File: src/rtl/mtfl_pkg.sv
package mtfl_pkg;

    localparam int DEPTH_DEF = 16;
    localparam int TYPE_W    = 2;
    localparam int KEY_W     = 32;
    localparam int STATUS_W  = 2;
    localparam int LEN_W     = 5;

    typedef logic [TYPE_W-1:0]   req_type_t;
    typedef logic [STATUS_W-1:0] status_t;

    localparam req_type_t REQ_INSERT = 2'd0;
    localparam req_type_t REQ_FIND   = 2'd1;
    localparam req_type_t REQ_DELETE = 2'd2;

    localparam status_t ST_DONE  = 2'd0;
    localparam status_t ST_MISS  = 2'd1;
    localparam status_t ST_EMPTY = 2'd2;
    localparam status_t ST_FULL  = 2'd3;

    typedef struct packed {
        req_type_t                req_type;
        logic signed [KEY_W-1:0]  key;
    } mtfl_req_t;

    typedef struct packed {
        status_t           status;
        logic [LEN_W-1:0]  length;
    } mtfl_rsp_t;

    typedef struct packed {
        logic load_req;
        logic capture;
        logic apply;
    } mtfl_cmd_t;

    typedef enum logic [1:0] {
        ST_IDLE,
        ST_MATCH,
        ST_APPLY
    } mtfl_state_t;

endpackage

File: src/rtl/move_to_front_list_core.sv
// Move-to-front list of up to DEPTH signed 32-bit keys, front entry newest.
// Input channel (s_valid/s_ready/s_req): one request carrying req_type
// (insert, find and move to front, delete first match) and a key.
// Result channel (m_valid/m_ready/m_rsp): exactly one result per request,
// holding a status (done, not found, list empty, list full) and the number
// of entries held after the request.
// Timing: a request is registered on acceptance, every cell compares it
// in parallel in the next cycle, and the update state after that shifts
// the cells and loads the result register once the output register is free.
// A new request is taken in that same update cycle, so a request is not
// accepted while the one before it is still in the compare stage or
// waiting in the prefix/shift stage that follows it.
// Reset (aresetn low, synchronous) empties the list and drops any pending
// result; cell contents are not cleared.
// When the receiver stalls, the result is held in the output register and
// one further request may be accepted; it waits in the update stage until
// the held result is taken.
module move_to_front_list_core #(
    parameter int DEPTH = mtfl_pkg::DEPTH_DEF
) (
    input  logic                aclk,
    input  logic                aresetn,
    input  logic                s_valid,
    output logic                s_ready,
    input  mtfl_pkg::mtfl_req_t s_req,
    output logic                m_valid,
    input  logic                m_ready,
    output mtfl_pkg::mtfl_rsp_t m_rsp
);

    mtfl_pkg::mtfl_cmd_t cmd;

    mtfl_ctrl u_ctrl (
        .aclk    (aclk),
        .aresetn (aresetn),
        .s_valid (s_valid),
        .s_ready (s_ready),
        .m_valid (m_valid),
        .m_ready (m_ready),
        .cmd     (cmd)
    );

    mtfl_datapath #(
        .DEPTH (DEPTH)
    ) u_datapath (
        .aclk    (aclk),
        .aresetn (aresetn),
        .cmd     (cmd),
        .s_req   (s_req),
        .m_rsp   (m_rsp)
    );

endmodule

File: src/rtl/mtfl_ctrl.sv
module mtfl_ctrl (
    input  logic                aclk,
    input  logic                aresetn,
    input  logic                s_valid,
    output logic                s_ready,
    output logic                m_valid,
    input  logic                m_ready,
    output mtfl_pkg::mtfl_cmd_t cmd
);

    mtfl_pkg::mtfl_state_t state_reg, state_next;
    logic                  m_valid_reg, m_valid_next;
    logic                  can_write;

    always_ff @(posedge aclk) begin
        if (!aresetn) begin
            state_reg   <= mtfl_pkg::ST_IDLE;
            m_valid_reg <= 1'b0;
        end else begin
            state_reg   <= state_next;
            m_valid_reg <= m_valid_next;
        end
    end

    always_comb begin
        can_write    = !m_valid_reg || m_ready;
        state_next   = state_reg;
        s_ready      = 1'b0;
        cmd          = '0;
        case (state_reg)
            mtfl_pkg::ST_IDLE: begin
                s_ready = 1'b1;
                if (s_valid) begin
                    state_next = mtfl_pkg::ST_MATCH;
                end
            end
            mtfl_pkg::ST_MATCH: begin
                cmd.capture = 1'b1;
                state_next  = mtfl_pkg::ST_APPLY;
            end
            mtfl_pkg::ST_APPLY: begin
                // hold the update until the output register is free
                if (can_write) begin
                    cmd.apply  = 1'b1;
                    s_ready    = 1'b1;
                    state_next = s_valid ? mtfl_pkg::ST_MATCH : mtfl_pkg::ST_IDLE;
                end
            end
            default: begin
                state_next = mtfl_pkg::ST_IDLE;
            end
        endcase
        cmd.load_req = s_valid && s_ready;

        if (cmd.apply) begin
            m_valid_next = 1'b1;
        end else if (m_ready) begin
            m_valid_next = 1'b0;
        end else begin
            m_valid_next = m_valid_reg;
        end
    end

    assign m_valid = m_valid_reg;

endmodule

File: src/rtl/mtfl_datapath.sv
module mtfl_datapath #(
    parameter int DEPTH = mtfl_pkg::DEPTH_DEF
) (
    input  logic                aclk,
    input  logic                aresetn,
    input  mtfl_pkg::mtfl_cmd_t cmd,
    input  mtfl_pkg::mtfl_req_t s_req,
    output mtfl_pkg::mtfl_rsp_t m_rsp
);

    localparam int CNT_W = $clog2(DEPTH + 1);
    localparam int LVL   = $clog2(DEPTH);

    mtfl_pkg::mtfl_req_t               req_reg;
    logic signed [mtfl_pkg::KEY_W-1:0] cell_reg  [DEPTH];
    logic signed [mtfl_pkg::KEY_W-1:0] cell_next [DEPTH];
    logic [DEPTH-1:0]                  match_reg, match_next;
    logic [DEPTH-1:0]                  pfx [LVL+1];
    logic [DEPTH-1:0]                  hit_upto, hit_before;
    logic                              hit;
    logic [CNT_W-1:0]                  count_reg, count_next;
    mtfl_pkg::mtfl_rsp_t               rsp_reg, rsp_next;
    logic                              full, empty;

    always_ff @(posedge aclk) begin
        if (cmd.load_req) begin
            req_reg <= s_req;
        end
        if (cmd.capture) begin
            match_reg <= match_next;
        end
        if (cmd.apply) begin
            cell_reg <= cell_next;
            rsp_reg  <= rsp_next;
        end
    end

    always_ff @(posedge aclk) begin
        if (!aresetn) begin
            count_reg <= '0;
        end else if (cmd.apply) begin
            count_reg <= count_next;
        end
    end

    // compare every held cell against the key
    always_comb begin
        for (int i = 0; i < DEPTH; i++) begin
            match_next[i] = (cell_reg[i] == req_reg.key) && (count_reg > CNT_W'(i));
        end
    end

    // parallel prefix OR: hit_upto[i] is set when a match lies at or before i
    always_comb begin
        pfx[0] = match_reg;
        for (int l = 0; l < LVL; l++) begin
            for (int i = 0; i < DEPTH; i++) begin
                if (i >= (1 << l)) begin
                    pfx[l+1][i] = pfx[l][i] | pfx[l][i - (1 << l)];
                end else begin
                    pfx[l+1][i] = pfx[l][i];
                end
            end
        end
        hit_upto   = pfx[LVL];
        hit_before = {hit_upto[DEPTH-2:0], 1'b0};
        hit        = hit_upto[DEPTH-1];
    end

    always_comb begin
        full       = (count_reg == CNT_W'(DEPTH));
        empty      = (count_reg == '0);
        cell_next  = cell_reg;
        count_next = count_reg;
        rsp_next.status = mtfl_pkg::ST_DONE;
        case (req_reg.req_type)
            mtfl_pkg::REQ_INSERT: begin
                if (full) begin
                    rsp_next.status = mtfl_pkg::ST_FULL;
                end else begin
                    cell_next[0] = req_reg.key;
                    for (int i = 1; i < DEPTH; i++) begin
                        cell_next[i] = cell_reg[i-1];
                    end
                    count_next = count_reg + CNT_W'(1);
                end
            end
            mtfl_pkg::REQ_FIND: begin
                if (empty) begin
                    rsp_next.status = mtfl_pkg::ST_EMPTY;
                end else if (!hit) begin
                    rsp_next.status = mtfl_pkg::ST_MISS;
                end else begin
                    // advance every cell up to the match by one, key to the front
                    cell_next[0] = req_reg.key;
                    for (int i = 1; i < DEPTH; i++) begin
                        if (!hit_before[i]) begin
                            cell_next[i] = cell_reg[i-1];
                        end
                    end
                end
            end
            mtfl_pkg::REQ_DELETE: begin
                if (empty) begin
                    rsp_next.status = mtfl_pkg::ST_EMPTY;
                end else if (!hit) begin
                    rsp_next.status = mtfl_pkg::ST_MISS;
                end else begin
                    // close the gap from the match onwards
                    for (int i = 0; i < DEPTH - 1; i++) begin
                        if (hit_upto[i]) begin
                            cell_next[i] = cell_reg[i+1];
                        end
                    end
                    count_next = count_reg - CNT_W'(1);
                end
            end
            default: begin
                rsp_next.status = mtfl_pkg::ST_DONE;
            end
        endcase
        rsp_next.length = mtfl_pkg::LEN_W'(count_next);
    end

    assign m_rsp = rsp_reg;

endmodule

File: config.mk
export PLATFORM = sky130hd
export DESIGN_NAME = move_to_front_list_core
export DESIGN_NICKNAME = d
export VERILOG_FILES = /design/src/rtl/mtfl_pkg.sv /design/src/rtl/move_to_front_list_core.sv /design/src/rtl/mtfl_ctrl.sv /design/src/rtl/mtfl_datapath.sv
export SDC_FILE = /design/constraint.sdc
export NUM_CORES = 2
export LEC_CHECK = 0
export CELL_PAD_IN_SITES_DETAIL_PLACEMENT = 0
export CELL_PAD_IN_SITES_GLOBAL_PLACEMENT = 1
export CORE_MARGIN = 4
export CORE_UTILIZATION = 45
export CTS_CLUSTER_SIZE = 10
export DETAILED_ROUTE_END_ITERATION = 8
export DONT_BUFFER_PORTS = 1
export GPL_TIMING_DRIVEN = 1
export MAX_ROUTING_LAYER = met4
export PLACE_DENSITY_LB_ADDON = 0.1
export SLEW_MARGIN = 20
export SYNTH_ARGS = -nofsm -noshare
export SYNTH_HDL_FRONTEND = slang
export SYNTH_SLANG_ARGS = --single-unit
File: constraint.sdc
create_clock -name aclk -period 48.8 [get_ports aclk]
set_input_delay 7.32 -clock aclk [delete_from_list [all_inputs] [get_ports aclk]]
set_output_delay 7.32 -clock aclk [all_outputs]
set_load 0.02 [all_outputs]
==> results by stage <==
Setup path:
- The worst setup path is launched from an input port.
- The path depth of the worst reg2reg path is 9.
- STA classifies the critical path endpoint as an output pin.
- The top cell family by delay on the critical path is compound AO/OA/AOI/OAI gates.
- The critical-path maximum fanout is 4.
- The delay contributed by the slowest stage of the critical path is 0.61 ns.
- The critical path buffer and inverter count is 0.
- At the worst endpoint, the arrival time is 7.99 ns.
- The type of the setup path with the least slack is in2out.
- The slowest stage of the critical path is the sky130_fd_sc_hd__a21oi_1 cell.
- The worst register-to-register path ends at u_datapath.cell_reg[194].
- The worst register-to-register path begins at u_datapath.count_reg[0].
- For flop-to-flop paths, the worst setup slack is 44.09 ns.
- Data on the critical path is required at its endpoint by 41.48 ns.
- The critical path goes through nor2b_1 > a21oi_1.

Route:
- The routed layout has 34100 vias.
- After detailed routing, the number of remaining DRC violations is 2.
- The total iterations of the first detailed-routing run is 9.
- In this run the remaining antenna-violating nets after routing total 0.
- The first routing iteration left 5069 violations.
- The detail-routed net length per standard cell is 31.0 µm.
- The wire length reported by the detailed router is 154000 µm.
- The vias per cell is 6.85.

Worst hold path:
- The start point of the worst min-delay path is u_ctrl.state_reg[0].
- The type of the tightest min-delay check is reg2reg.
- The worst hold path depth is 3.
- For hold timing, the worst endpoint is u_ctrl.state_reg[1].

Yosys:
- Yosys mapped a number of flops with a built-in enable equal to 569.
- The distinct cell type count of the synthesized netlist is 65.
- The total number of yosys warnings is 0.
- The synthesized netlist occupies a cell area of 39100 µm².
- In the synthesized netlist, the number of instances is 3997.
- For this run, asynchronously set or reset flops after synthesis account for 0%.
- Synthesis produced a netlist with a net count of 4045.
- A synthesized cell averages 9.79 µm².
- The post-synthesis sequential area ratio is 44.1%.
- After synthesis the netlist holds a flip-flop and latch count of 577.
- The primary flip-flop cell chosen by synthesis mapping is sky130_fd_sc_hd__edfxtp_1.

Layout:
- Counting the fill cells in the layout gives 7791.
- Across the whole layout, storage elements account for 17200 µm².
- The top cell types in the final layout, fill and taps aside, are sky130_fd_sc_hd__nand2_1, sky130_fd_sc_hd__edfxtp_1, sky130_fd_sc_hd__xor2_1.
- In the final layout, the share of cells above drive strength 1 is 6.36%.
- The final layout contains 3837 nets.
- The utilization after layout is 49.1%.
- The most frequent standard cell in the layout excluding fill and tap cells is sky130_fd_sc_hd__nand2_1.
- The number of flip-flops in the largest register is 512.
- Leaving out filler cells and counting taps, the final layout contains 4981.
- Summing all multi-input logic gate instances after layout gives 20100 µm².
- Compared with the post-synthesis result, the final layout area differs by 7.42%.

Clock tree:
- The worst-case clock buffer depth is 3.
- The buffers inserted during post-CTS setup optimization is 0.
- The register clock-pin slew on the reported worst setup and hold paths is 0.05 ns.
- The clock buffer count from CTS is 73.
- The source-to-sink clock delay at the later pin of the worst-skew pair is 0.64 ns.
- Clock tree synthesis found a total of 577 sinks.
- Post-CTS repair changed the size of 0 cells.
- The root buffer cell chosen for the clock tree is sky130_fd_sc_hd__clkbuf_16.
- TritonCTS built the clock tree.
- The number of H-tree levels is 3.
- The hold buffer count at CTS is 0.

Power:
- For this design the ratio of total power to cell area is 30.4 nW/µm².
- In this run the static leakage power is 15.2 nW.
- The worst voltage drop across the vdd grid is 0.0000254 V.

STA:
- The setup violation total in the final timing report is 0.
- The max-slew violation total from the final report is 0.
- The setup skew after layout is 0.0382 ns.
- After layout, the minimum clock period comes to 15.31 ns.
- The worst hold slack is 0.561 ns.
- The final critical path takes up 31.4% of the cycle.
- The final-layout setup total negative slack is 0 ns.
- The slew of the pin with the lowest slew margin is 1.17 ns.
- Setup repair after global routing left no endpoint under its margin.
- The hold violation total from the final report is 0.
- Setup slack closes at 33.49 ns.
- Based on the critical path, the design can be clocked at up to 65.3 MHz.
- The remaining max-slew budget at the tightest pin is 21.8%.

Floorplanning:
- 47 I/O pins were placed.
- The die footprint is 91800 µm².
- For this configuration, the core starts out at a cell density of 45.7%.
- The floorplan has 107 rows.
- The floorplan step set the die width to 303 µm.
- The die height is 303 µm.
- The core area is 85700 µm².

Placed design:
- In this run the tool buffered the top-level ports with 0 buffer cells.
- The count of placed standard cells including taps is 4858.
- Timing analysis after detailed placement gives a worst setup slack of 33.50 ns.
- The HPWL after detailed placement is 96900 µm.
- Routability-driven placement finished with a final weighted congestion of 0.882.

GRT:
- The total overflow left after global routing is 0.
- The total global routing track utilization is 33.5%.
- Entering global routing, the biggest net connects 191 pins.
- The via count of the first global-routing pass is 31600.
- The first-pass GRT wire length is 223000 µm.
- The number of antenna violations at the first check in global routing is 4.

Outcome:
- The flow ran to the end, but the final reports show violations.
- The checks that failed: design-rule violations.

Job:
- The number of max-capacitance violations reported is 0.
-- synthesized netlist by cell type (all sizes together) (97+ instances only) --
cell,instances,area [µm²]
clkbuf,292,1100
o21ai,192,961
o221ai,117,1020
mux2i,167,1670
xnor2,200,1750
a221o,217,2170
a21oi,271,1360
a22oi,97,728
nand2,662,2490
xor2,311,2720
inv,115,432
edfxtp,569,17100
-- where the power goes --
part           total (mW)  switching (mW)  internal (mW)
Combinational       0.188           0.123         0.0651
Clock               0.511           0.221          0.290
Sequential          0.581          0.0168          0.564
Total                1.28           0.360          0.920
-- logic make-up after synthesis --
group / Yosys count / synth area share (%)
AND/OR/NAND/NOR: 1019 / 11.8
buffers and inverters: 481 / 4.92
adder cells (fa/ha/maj): 10 / 0.320
multiplexers: 199 / 5.19
XOR/XNOR: 511 / 11.4
flip-flops: 577 / 44.1
AO/OA/AOI/OAI: 1200 / 22.3
-- worst max path at each step --
stage | slack (ns) | startpoint | depth (start not counted) | endpoint
after floorplan | 6.52 | m_ready | 4 | u_datapath.cell_reg[100]
after global placement | 33.50 | m_ready | 2 | s_ready
after detailed placement | 33.50 | m_ready | 2 | s_ready
after CTS | 33.50 | m_ready | 2 | s_ready
after global routing | 33.48 | m_ready | 2 | s_ready
final | 33.49 | m_ready | 2 | s_ready
-- stage by stage --
stage	total power, mW	cell area, µm²
after floorplan	0.723	39100
after global placement	0.770	39900
after detailed placement	0.774	39900
after CTS	1.28	42000
after global routing	1.32	42100
final	1.28	42100
-- cell type report --
type,count,share of cell area (%)
Multi-Input combinational cell,2939,47.8
Inverter,115,1.05
Sequential cell,577,41.0
Timing Repair Buffer,83,1.61
Clock buffer,101,4.87
Clock inverter,19,0.220
Tap cell,1144,3.40
Antenna cell,3,0.0179
-- worst min-delay path, stage by stage, from the launching register on --
cell,delay (ns)
sky130_fd_sc_hd__dfxtp_1,0.32
sky130_fd_sc_hd__nand2_1,0.07
sky130_fd_sc_hd__nand2_1,0.06
sky130_fd_sc_hd__nor2_1,0.07
-- routing by layer --
| metal | share of wire, % | routed length (µm) | up-vias | global-route usage [%] |
|---|---|---|---|---|
| met5 | 0 | 0 | - | - |
| met4 | 4.5 | 6950 | 0 | 13.6 |
| met3 | 9.0 | 13900 | 346 | 5.85 |
| met2 | 46 | 71700 | 2062 | 52.2 |
| met1 | 40 | 61700 | 17000 | 43.6 |
| li1 | - | - | 14700 | - |
Note: power is estimated with default switching activity, not from simulation.
